[src/tsnp_pkg.sv]
package tsnp_pkg;

   localparam int MAX_TOKEN_LEN = 31;
   localparam int VALUE_WIDTH   = 64;
   localparam int HELD_WIDTH    = $clog2(MAX_TOKEN_LEN + 1);

   localparam int CHAR_WIDTH  = 8;
   localparam int INDEX_WIDTH = 5;
   localparam int BASE_WIDTH  = 6;
   localparam int OUT_VALUE_WIDTH = 64;

   localparam logic [BASE_WIDTH-1:0] BASE_RESET = 6'd10;

   localparam logic [CHAR_WIDTH-1:0] CHAR_EOI       = 8'h00;
   localparam logic [CHAR_WIDTH-1:0] CHAR_NEWLINE   = 8'h0A;
   localparam logic [CHAR_WIDTH-1:0] CHAR_SPACE     = 8'h20;
   localparam logic [CHAR_WIDTH-1:0] CHAR_MINUS     = 8'h2D;
   localparam logic [CHAR_WIDTH-1:0] CHAR_ZERO      = 8'h30;
   localparam logic [CHAR_WIDTH-1:0] CHAR_NINE      = 8'h39;
   localparam logic [CHAR_WIDTH-1:0] CHAR_UPPER_A   = 8'h41;
   localparam logic [CHAR_WIDTH-1:0] CHAR_UPPER_Z   = 8'h5A;
   localparam logic [CHAR_WIDTH-1:0] CHAR_BACKSLASH = 8'h5C;
   localparam logic [CHAR_WIDTH-1:0] CHAR_LOWER_A   = 8'h61;
   localparam logic [CHAR_WIDTH-1:0] CHAR_LOWER_Z   = 8'h7A;
   localparam logic [CHAR_WIDTH-1:0] UPCASE_MASK    = 8'hDF;
   localparam logic [BASE_WIDTH-1:0] LETTER_DIGIT_OFFSET = 6'd10;

   typedef struct packed {
      logic [CHAR_WIDTH-1:0]             token_char;
      logic [INDEX_WIDTH-1:0]            char_index;
      logic                              end_of_token;
      logic [INDEX_WIDTH-1:0]            token_length;
      logic                              is_number;
      logic signed [OUT_VALUE_WIDTH-1:0] number_value;
      logic                              input_exhausted;
   } rsp_item_type;

endpackage

[src/tsnp_req_if.sv]
interface tsnp_req_if;
   logic                                valid;
   logic                                ready;
   logic [tsnp_pkg::CHAR_WIDTH-1:0]     in_char;

   modport source (output valid, output in_char, input ready);
   modport sink (input valid, input in_char, output ready);
endinterface

[src/tsnp_rsp_if.sv]
interface tsnp_rsp_if;
   logic                                        valid;
   logic                                        ready;
   logic [tsnp_pkg::CHAR_WIDTH-1:0]             token_char;
   logic [tsnp_pkg::INDEX_WIDTH-1:0]            char_index;
   logic                                        end_of_token;
   logic [tsnp_pkg::INDEX_WIDTH-1:0]            token_length;
   logic                                        is_number;
   logic signed [tsnp_pkg::OUT_VALUE_WIDTH-1:0] number_value;
   logic                                        input_exhausted;

   modport source (output valid, output token_char, output char_index, output end_of_token,
                   output token_length, output is_number, output number_value,
                   output input_exhausted, input ready);
   modport sink (input valid, input token_char, input char_index, input end_of_token,
                 input token_length, input is_number, input number_value,
                 input input_exhausted, output ready);
endinterface

[src/tsnp_scan_core.sv]
module tsnp_scan_core (
   input  logic                                clock,
   input  logic                                reset,
   input  logic                                step_en,
   input  logic [tsnp_pkg::CHAR_WIDTH-1:0]     step_char,
   input  logic [tsnp_pkg::BASE_WIDTH-1:0]     number_base,
   output logic                                res_valid,
   output tsnp_pkg::rsp_item_type              res_item
);

   typedef enum logic [1:0] {
      MODE_SKIP    = 2'd0,
      MODE_COMMENT = 2'd1,
      MODE_TOKEN   = 2'd2
   } mode_type;

   mode_type                               mode_ff, mode_in;
   logic [tsnp_pkg::HELD_WIDTH-1:0]        held_ff, held_in;
   logic [tsnp_pkg::VALUE_WIDTH-1:0]       acc_ff, acc_in;
   logic                                   minus_ff, minus_in;
   logic                                   dvalid_ff, dvalid_in;
   logic                                   dseen_ff, dseen_in;

   logic [tsnp_pkg::CHAR_WIDTH-1:0]        ch;
   logic                                   is_digit;
   logic [tsnp_pkg::BASE_WIDTH-1:0]        digit;
   logic                                   starting;
   logic [tsnp_pkg::VALUE_WIDTH-1:0]       acc_src;
   logic                                   minus_src, dvalid_src, dseen_src;
   logic [tsnp_pkg::HELD_WIDTH-1:0]        idx_src;
   logic [tsnp_pkg::VALUE_WIDTH-1:0]       acc_next;
   logic                                   minus_next, dvalid_next, dseen_next;
   logic signed [tsnp_pkg::VALUE_WIDTH-1:0] close_value;

   // upper-case and digit decode
   always_comb begin
      ch = step_char;
      if (step_char >= tsnp_pkg::CHAR_LOWER_A && step_char <= tsnp_pkg::CHAR_LOWER_Z) begin
         ch = step_char & tsnp_pkg::UPCASE_MASK;
      end
      is_digit = 1'b0;
      digit    = '0;
      if (ch >= tsnp_pkg::CHAR_ZERO && ch <= tsnp_pkg::CHAR_NINE) begin
         is_digit = 1'b1;
         digit    = tsnp_pkg::BASE_WIDTH'(ch - tsnp_pkg::CHAR_ZERO);
      end else if (ch >= tsnp_pkg::CHAR_UPPER_A && ch <= tsnp_pkg::CHAR_UPPER_Z) begin
         is_digit = 1'b1;
         digit    = tsnp_pkg::BASE_WIDTH'(ch - tsnp_pkg::CHAR_UPPER_A)
                    + tsnp_pkg::LETTER_DIGIT_OFFSET;
      end
   end

   // number state seen by this item: cleared when it opens a token
   assign starting   = (mode_ff != MODE_TOKEN);
   assign acc_src    = starting ? '0 : acc_ff;
   assign minus_src  = starting ? 1'b0 : minus_ff;
   assign dvalid_src = starting ? 1'b1 : dvalid_ff;
   assign dseen_src  = starting ? 1'b0 : dseen_ff;
   assign idx_src    = starting ? '0 : held_ff;

   always_comb begin
      acc_next    = acc_src;
      minus_next  = minus_src;
      dvalid_next = dvalid_src;
      dseen_next  = dseen_src;
      if (idx_src == '0 && ch == tsnp_pkg::CHAR_MINUS) begin
         minus_next = 1'b1;
      end else if (!is_digit || digit >= number_base) begin
         dvalid_next = 1'b0;
      end else if (dvalid_src) begin
         acc_next   = acc_src * tsnp_pkg::VALUE_WIDTH'(number_base)
                      + tsnp_pkg::VALUE_WIDTH'(digit);
         dseen_next = 1'b1;
      end
   end

   assign close_value = minus_ff ? -acc_ff : acc_ff;

   always_comb begin
      mode_in   = mode_ff;
      held_in   = held_ff;
      acc_in    = acc_ff;
      minus_in  = minus_ff;
      dvalid_in = dvalid_ff;
      dseen_in  = dseen_ff;
      res_valid = 1'b0;
      res_item  = '0;
      unique case (mode_ff)
         MODE_COMMENT: begin
            if (ch == tsnp_pkg::CHAR_EOI) begin
               mode_in                  = MODE_SKIP;
               res_valid                = 1'b1;
               res_item.end_of_token    = 1'b1;
               res_item.input_exhausted = 1'b1;
            end else if (ch == tsnp_pkg::CHAR_NEWLINE) begin
               mode_in = MODE_SKIP;
            end
         end
         MODE_TOKEN: begin
            res_valid = 1'b1;
            if (ch > tsnp_pkg::CHAR_SPACE &&
                held_ff < tsnp_pkg::HELD_WIDTH'(tsnp_pkg::MAX_TOKEN_LEN)) begin
               acc_in              = acc_next;
               minus_in            = minus_next;
               dvalid_in           = dvalid_next;
               dseen_in            = dseen_next;
               held_in             = held_ff + 1'b1;
               res_item.token_char = ch;
               res_item.char_index = tsnp_pkg::INDEX_WIDTH'(held_ff);
            end else begin
               res_item.end_of_token = 1'b1;
               res_item.token_length = tsnp_pkg::INDEX_WIDTH'(held_ff);
               res_item.is_number    = dvalid_ff && dseen_ff;
               if (dvalid_ff && dseen_ff) begin
                  res_item.number_value = tsnp_pkg::OUT_VALUE_WIDTH'(close_value);
               end
               mode_in   = MODE_SKIP;
               held_in   = '0;
               acc_in    = '0;
               minus_in  = 1'b0;
               dvalid_in = 1'b1;
               dseen_in  = 1'b0;
            end
         end
         default: begin
            mode_in = MODE_SKIP;
            if (ch == tsnp_pkg::CHAR_EOI) begin
               res_valid                = 1'b1;
               res_item.end_of_token    = 1'b1;
               res_item.input_exhausted = 1'b1;
            end else if (ch == tsnp_pkg::CHAR_BACKSLASH) begin
               mode_in = MODE_COMMENT;
            end else if (ch > tsnp_pkg::CHAR_SPACE) begin
               mode_in             = MODE_TOKEN;
               acc_in              = acc_next;
               minus_in            = minus_next;
               dvalid_in           = dvalid_next;
               dseen_in            = dseen_next;
               held_in             = tsnp_pkg::HELD_WIDTH'(1);
               res_valid           = 1'b1;
               res_item.token_char = ch;
            end
         end
      endcase
   end

   always_ff @(posedge clock) begin
      if (reset) begin
         mode_ff   <= MODE_SKIP;
         held_ff   <= '0;
         acc_ff    <= '0;
         minus_ff  <= 1'b0;
         dvalid_ff <= 1'b1;
         dseen_ff  <= 1'b0;
      end else if (step_en) begin
         mode_ff   <= mode_in;
         held_ff   <= held_in;
         acc_ff    <= acc_in;
         minus_ff  <= minus_in;
         dvalid_ff <= dvalid_in;
         dseen_ff  <= dseen_in;
      end
   end

endmodule

[src/token_scanner_number_parser.sv]
// Scans a byte stream into upper-cased tokens, one byte per item, and parses each token as
// a signed number in the base held in the csr register (reset 10). Every stored token byte
// gives one result with its index; the byte that ends a token gives a closing result with
// the length, the number flag and the 64-bit value; end of input between tokens gives an
// empty closing result with input_exhausted set. Blanks, and backslash comments up to the
// newline, give no result. An item is registered on entry and its result is registered on
// exit, so a byte can be taken every cycle while the receiver is ready; the single 64 by
// 6 bit multiply-add of the digit accumulator sets the clock.
// Write the base only while the block is idle.
module token_scanner_number_parser (
   input  logic                              clock,
   input  logic                              reset,
   tsnp_req_if.sink                          req_ch,
   tsnp_rsp_if.source                        rsp_ch,
   input  logic                              csr_write_en,
   input  logic [tsnp_pkg::BASE_WIDTH-1:0]   csr_write_data
);

   logic [tsnp_pkg::BASE_WIDTH-1:0] base_ff;
   logic                            in_valid_ff, in_valid_in;
   logic [tsnp_pkg::CHAR_WIDTH-1:0] in_char_ff;
   logic                            out_valid_ff, out_valid_in;
   tsnp_pkg::rsp_item_type          out_item_ff;
   logic                            advance;
   logic                            res_valid;
   tsnp_pkg::rsp_item_type          res_item;

   assign advance      = in_valid_ff && (!out_valid_ff || rsp_ch.ready);
   assign req_ch.ready = !in_valid_ff || advance;

   always_comb begin
      in_valid_in = in_valid_ff;
      if (req_ch.valid && req_ch.ready) begin
         in_valid_in = 1'b1;
      end else if (advance) begin
         in_valid_in = 1'b0;
      end
      out_valid_in = out_valid_ff;
      if (advance) begin
         out_valid_in = res_valid;
      end else if (rsp_ch.ready) begin
         out_valid_in = 1'b0;
      end
   end

   tsnp_scan_core u_core (
      .clock       (clock),
      .reset       (reset),
      .step_en     (advance),
      .step_char   (in_char_ff),
      .number_base (base_ff),
      .res_valid   (res_valid),
      .res_item    (res_item)
   );

   always_ff @(posedge clock) begin
      if (reset) begin
         base_ff      <= tsnp_pkg::BASE_RESET;
         in_valid_ff  <= 1'b0;
         out_valid_ff <= 1'b0;
      end else begin
         if (csr_write_en) begin
            base_ff <= csr_write_data;
         end
         in_valid_ff  <= in_valid_in;
         out_valid_ff <= out_valid_in;
      end
   end

   always_ff @(posedge clock) begin
      if (req_ch.valid && req_ch.ready) begin
         in_char_ff <= req_ch.in_char;
      end
      if (advance && res_valid) begin
         out_item_ff <= res_item;
      end
   end

   assign rsp_ch.valid           = out_valid_ff;
   assign rsp_ch.token_char      = out_item_ff.token_char;
   assign rsp_ch.char_index      = out_item_ff.char_index;
   assign rsp_ch.end_of_token    = out_item_ff.end_of_token;
   assign rsp_ch.token_length    = out_item_ff.token_length;
   assign rsp_ch.is_number       = out_item_ff.is_number;
   assign rsp_ch.number_value    = out_item_ff.number_value;
   assign rsp_ch.input_exhausted = out_item_ff.input_exhausted;

endmodule

[src/flat_wrapper.sv]
// flat-port wrapper written by rule: the top's interface ports become plain ports
module token_scanner_number_parser_flat 
  (clock, reset, csr_write_en, csr_write_data, req_ch_valid, req_ch_in_char, req_ch_ready, rsp_ch_valid, rsp_ch_token_char, rsp_ch_char_index, rsp_ch_end_of_token, rsp_ch_token_length, rsp_ch_is_number, rsp_ch_number_value, rsp_ch_input_exhausted, rsp_ch_ready);
  tsnp_req_if req_ch_i ();
  tsnp_rsp_if rsp_ch_i ();
  input  logic clock;
  input  logic reset;
  input  logic csr_write_en;
  input  logic [tsnp_pkg::BASE_WIDTH-1:0] csr_write_data;
  input wire logic [$bits(req_ch_i.valid)-1:0] req_ch_valid;
  input wire logic [$bits(req_ch_i.in_char)-1:0] req_ch_in_char;
  output wire logic [$bits(req_ch_i.ready)-1:0] req_ch_ready;
  output wire logic [$bits(rsp_ch_i.valid)-1:0] rsp_ch_valid;
  output wire logic [$bits(rsp_ch_i.token_char)-1:0] rsp_ch_token_char;
  output wire logic [$bits(rsp_ch_i.char_index)-1:0] rsp_ch_char_index;
  output wire logic [$bits(rsp_ch_i.end_of_token)-1:0] rsp_ch_end_of_token;
  output wire logic [$bits(rsp_ch_i.token_length)-1:0] rsp_ch_token_length;
  output wire logic [$bits(rsp_ch_i.is_number)-1:0] rsp_ch_is_number;
  output wire logic [$bits(rsp_ch_i.number_value)-1:0] rsp_ch_number_value;
  output wire logic [$bits(rsp_ch_i.input_exhausted)-1:0] rsp_ch_input_exhausted;
  input wire logic [$bits(rsp_ch_i.ready)-1:0] rsp_ch_ready;
  assign req_ch_i.valid = req_ch_valid;
  assign req_ch_i.in_char = req_ch_in_char;
  assign req_ch_ready = req_ch_i.ready;
  assign rsp_ch_valid = rsp_ch_i.valid;
  assign rsp_ch_token_char = rsp_ch_i.token_char;
  assign rsp_ch_char_index = rsp_ch_i.char_index;
  assign rsp_ch_end_of_token = rsp_ch_i.end_of_token;
  assign rsp_ch_token_length = rsp_ch_i.token_length;
  assign rsp_ch_is_number = rsp_ch_i.is_number;
  assign rsp_ch_number_value = rsp_ch_i.number_value;
  assign rsp_ch_input_exhausted = rsp_ch_i.input_exhausted;
  assign rsp_ch_i.ready = rsp_ch_ready;
  token_scanner_number_parser u_core (.clock(clock), .reset(reset), .req_ch(req_ch_i), .rsp_ch(rsp_ch_i), .csr_write_en(csr_write_en), .csr_write_data(csr_write_data));
endmodule
[config.mk]
export PLATFORM = sky130hd
export DESIGN_NAME = token_scanner_number_parser_flat
export DESIGN_NICKNAME = d
export VERILOG_FILES = /design/src/tsnp_pkg.sv /design/src/tsnp_req_if.sv /design/src/tsnp_rsp_if.sv /design/src/tsnp_scan_core.sv /design/src/token_scanner_number_parser.sv /design/src/flat_wrapper.sv
export SDC_FILE = /design/constraint.sdc
export NUM_CORES = 1
export LEC_CHECK = 0
export BUFFER_PORTS_ARGS = -buffer_cell sky130_fd_sc_hd__buf_4
export CORE_MARGIN = 5
export CORE_UTILIZATION = 40
export CTS_BUF_LIST = sky130_fd_sc_hd__clkbuf_2
export CTS_CLUSTER_SIZE = 28
export DETAILED_ROUTE_END_ITERATION = 16
export RECOVER_POWER = 25
export SLEW_MARGIN = 5
export SYNTH_ARGS = -nofsm -noshare
export SYNTH_HDL_FRONTEND = slang
export SYNTH_HIERARCHICAL = 1
export SYNTH_SLANG_ARGS = --single-unit
[constraint.sdc]
create_clock -name clock -period 8.1 [get_ports clock]
set_input_delay 0.405 -clock clock [delete_from_list [all_inputs] [get_ports clock]]
set_output_delay 0.405 -clock clock [all_outputs]
set_load 0.005 [all_outputs]
==> reports/metrics.cfg <==
[place]
hpwl_um = 41600
gp_congestion = 0.895
io_buffers = 105

[power]
power.switching_fraction_pct = 33.4
switchingPower_uw = 597
total_leakage_power_nw = 9.67
pwr_density_cell_mw_per_mm2 = 80.7
clkPwrFrac_pct = 30.0
seqPwrFrac_pct = 56.2
p_int_mw = 1.19
peakVddDrop_mv = 0.0851
p_comb_share_pct = 13.8

[cts]
h-tree-depth = 4
cts-root-buf = clkbuf_2
cts_tree = built
cts.repair.resized = 0
path_clk_slew_ps = 330
cts-buffers-inserted = 17
holdBufCountCts = 46
cts.sinks = 175
postCtsSetupRepairBufs = 0
clockBufferDepth = 2
clk_latency_ps = 1080

[drt]
firstDrtPassIters = 5
wl_um = 54900
wl_met2_um = 24700
post_drt_wl_per_cell_um = 17.9
ant_nets = 0
vias_per_cell = 5.40
drc = 0
vias = 16528
met3WireLength_um = 3260
drtIter0Drc = 1333
wl_met1_um = 25400
top_layer = met4

[synthesis]
async_reset_ff_share_pct = 0
synth_top_flop_cell = edfxtp_1
yosys.area.top_type = fa_1
syn_inst = 2351
syn_area_per_cell_um2 = 8.64
syn_nets = 2758
ys_types = 68
synth_warnings = 6
yosysSeqAreaShare_pct = 21.8
synth-edff-count = 93
netlist_top_cells_area = fa_1 (24%), edfxtp_1 (14%), ha_1 (9.1%)
synth_area_mm2 = 0.0203
ys_ff_latch = 175
synth_top_area_share_pct = 23.7

[sta]
clock.fmax_mhz = 142
worst_slew_pin_slew_ps = 1260
fin_tns_setup_ps = 0
rsz0062_at_grt = no
max_slew_margin_pct = 15.8
final.min_clock_period_ps = 7050
fin_worst_skew_ps = 73.6
finalHoldViolCount = 0
post-route-period-util_pct = 87.0
setup_viol = 0
maxSlewViolCount = 0

[cells_and_area]
layout.nets = 2778
final_common_cell = nand2_1
final_cell_mix = nand2_1 (443), fa_1 (240), inv_1 (225), nor2_1 (169), ha_1 (147)
fin_util_pct = 44.2
drive_gt1_share_pct = 7.80
multi_input_area_mm2 = 0.0144
syn2layout_area_growth_pct = 9.22
fill_cells = 4864
register_area_mm2 = 0.00444

[worst_setup_path]
critPathArrivalTime_ps = 8060
crit_path_max_incr_delay_ps = 820
worstPathRequired_ps = 9120
crit_path_start_kind = flop
cp_slowest_cell = a2111oi_2
critPathCaptureType = flop
crit_type = flop to flop
critical_path.top_delay_family = compound AO/OA/AOI/OAI gates
path_max_fanout = 8
cp_num_buf_inv = 3

[global_route]
track_usage_pct = 20.2
grt_start_max_net_pins = 59
gr-total-overflow = 0
grt_pass1_vias = 17412
grt_antenna_before_repair = 2
grt_pass1_wl_um = 91600

[floorplan]
die_h_um = 235
coreArea_mm2 = 0.0502
rows = 82
pin_count = 106
die_x_um = 235
die_area_mm2 = 0.0554
start_util_pct = 40.5

[flow_run]
drv_cap = 0

[hold_path]
hold_path.class = input pin to flop

[outcome]
outcome = finished, final reports clean

==> area by class of cell <==
class	count	share of cell area, %
Clock inverter	15	0.857
Timing Repair Buffer	166	6.04
Multi-Input combinational cell	1786	65.1
Inverter	225	3.81
Tap cell	672	3.79
Clock buffer	17	0.384
Sequential cell	175	20.0
Antenna cell	2	0.0226
==> cells by family (layout without fill, tap and decap cells) <==
kind of cell,count (synthesis),after routing,share of synthesized area (%)
AOI/OAI and AO/OA,395,395,12.8
and+or+nand+nor,865,865,19.3
muxes,8,8,0.401
adders and majority gates,388,388,32.8
other,0,2,0
xor gates and xnor gates,130,130,5.61
buffers and inverters,390,423,7.29
DFF,175,175,21.8
==> final timing paths <==
| kind | start | end | slack [ps] | cells past startpoint |
|---|---|---|---|---|
| setup / recovery | u_core/in_char_ff[0]$_DFFE_PP_ | u_core/u_core/acc_ff[62]$_SDFFE_PP0P_ | 1050 | 25 |
| hold / removal | reset | u_core/u_core/mode_ff[1]$_SDFFE_PP0P_ | 400 | 3 |
| hold reg to reg | u_core/u_core/dseen_ff$_SDFFE_PP0P_ | u_core/u_core/dseen_ff$_SDFFE_PP0P_ | 540 | 1 |
| setup reg to reg | u_core/in_char_ff[0]$_DFFE_PP_ | u_core/u_core/acc_ff[62]$_SDFFE_PP0P_ | 1050 | 25 |
==> registers in the layout, indices dropped and copies added (netlist names) <==
register and cells:
u_core/in_char_ff 8, u_core/rsp_ch.is_number 1, u_core/rsp_ch.valid 1, u_core/u_core/held_ff 5, u_core/rsp_ch.number_value 64, u_core/rsp_ch.input_exhausted 1, u_core/u_core/dseen_ff 1, u_core/rsp_ch.token_length 5
u_core/u_core/dvalid_ff 1, u_core/rsp_ch.token_char 8, u_core/base_ff 6, u_core/u_core/acc_ff 64, u_core/u_core/mode_ff 2, u_core/u_core/minus_ff 1, u_core/rsp_ch.end_of_token 1, u_core/in_valid_ff 1
u_core/rsp_ch.char_index 5
==> Yosys cell counts, drive strengths merged, types with 14 or more instances <==
master  count
xor2       84
o31ai      25
o21ai      88
or4        15
inv       225
or3        19
and2       65
ha        148
nand3      36
nor2      170
nand2     443
xnor2      46
a21oi     100
clkbuf    159
a22o       23
a22oi      30
a21o       34
dfxtp      82
edfxtp     93
nor2b      14
and3       37
nor3       16
fa        240
==> per-stage QoR <==
stage          area, um^2  total power [mW]  std cells  worst slack [ps]  hold WS [ps]
2_1_floorplan       20300              1.14       2351              1610           440
3_3_place_gp        21500              1.25       2978              1200           469
3_5_place_dp        21500              1.25       2978               925           473
4_1_cts             22200              1.83       3056               844           230
5_1_grt             22200              1.88       3058               575           322
6_report            22200              1.79       3058              1050           401
==> per-layer routing <==
layer  vias to the layer above  GRT usage, %
met5                         -             0
met4                         0          6.74
met3                        61          4.33
met2                       465          32.0
met1                      8219          27.6
li1                       7783             -
==> worst register-to-register path: stages (launching register included) <==
cell and delay, ps:
edfxtp_1 570, inv_1 190, ha_1 210, a21oi_1 80
nor2_1 110, o22ai_1 130, o21ai_0 520, ha_1 290
a21boi_0 130, a2111oi_2 820, a22o_1 290, inv_1 60
fa_1 490, inv_1 50, ha_1 350, o21ai_0 120
o21a_1 220, nor4b_1 290, nand3b_1 220, a31oi_1 200
o41ai_1 670, a21o_1 280, a311oi_1 130, a31o_2 280
xnor2_1 110, a22o_1 190
==> power by group through the flow <==
stage | sequential, mW | combinational [mW] | clock (mW)
2_1_floorplan | 1.00 | 0.140 | 0
3_3_place_gp | 1.02 | 0.227 | 0
3_5_place_dp | 1.02 | 0.230 | 0
4_1_cts | 1.01 | 0.249 | 0.571
5_1_grt | 1.01 | 0.269 | 0.600
6_report | 1.01 | 0.248 | 0.537
Power figures use the tool's default switching activity.
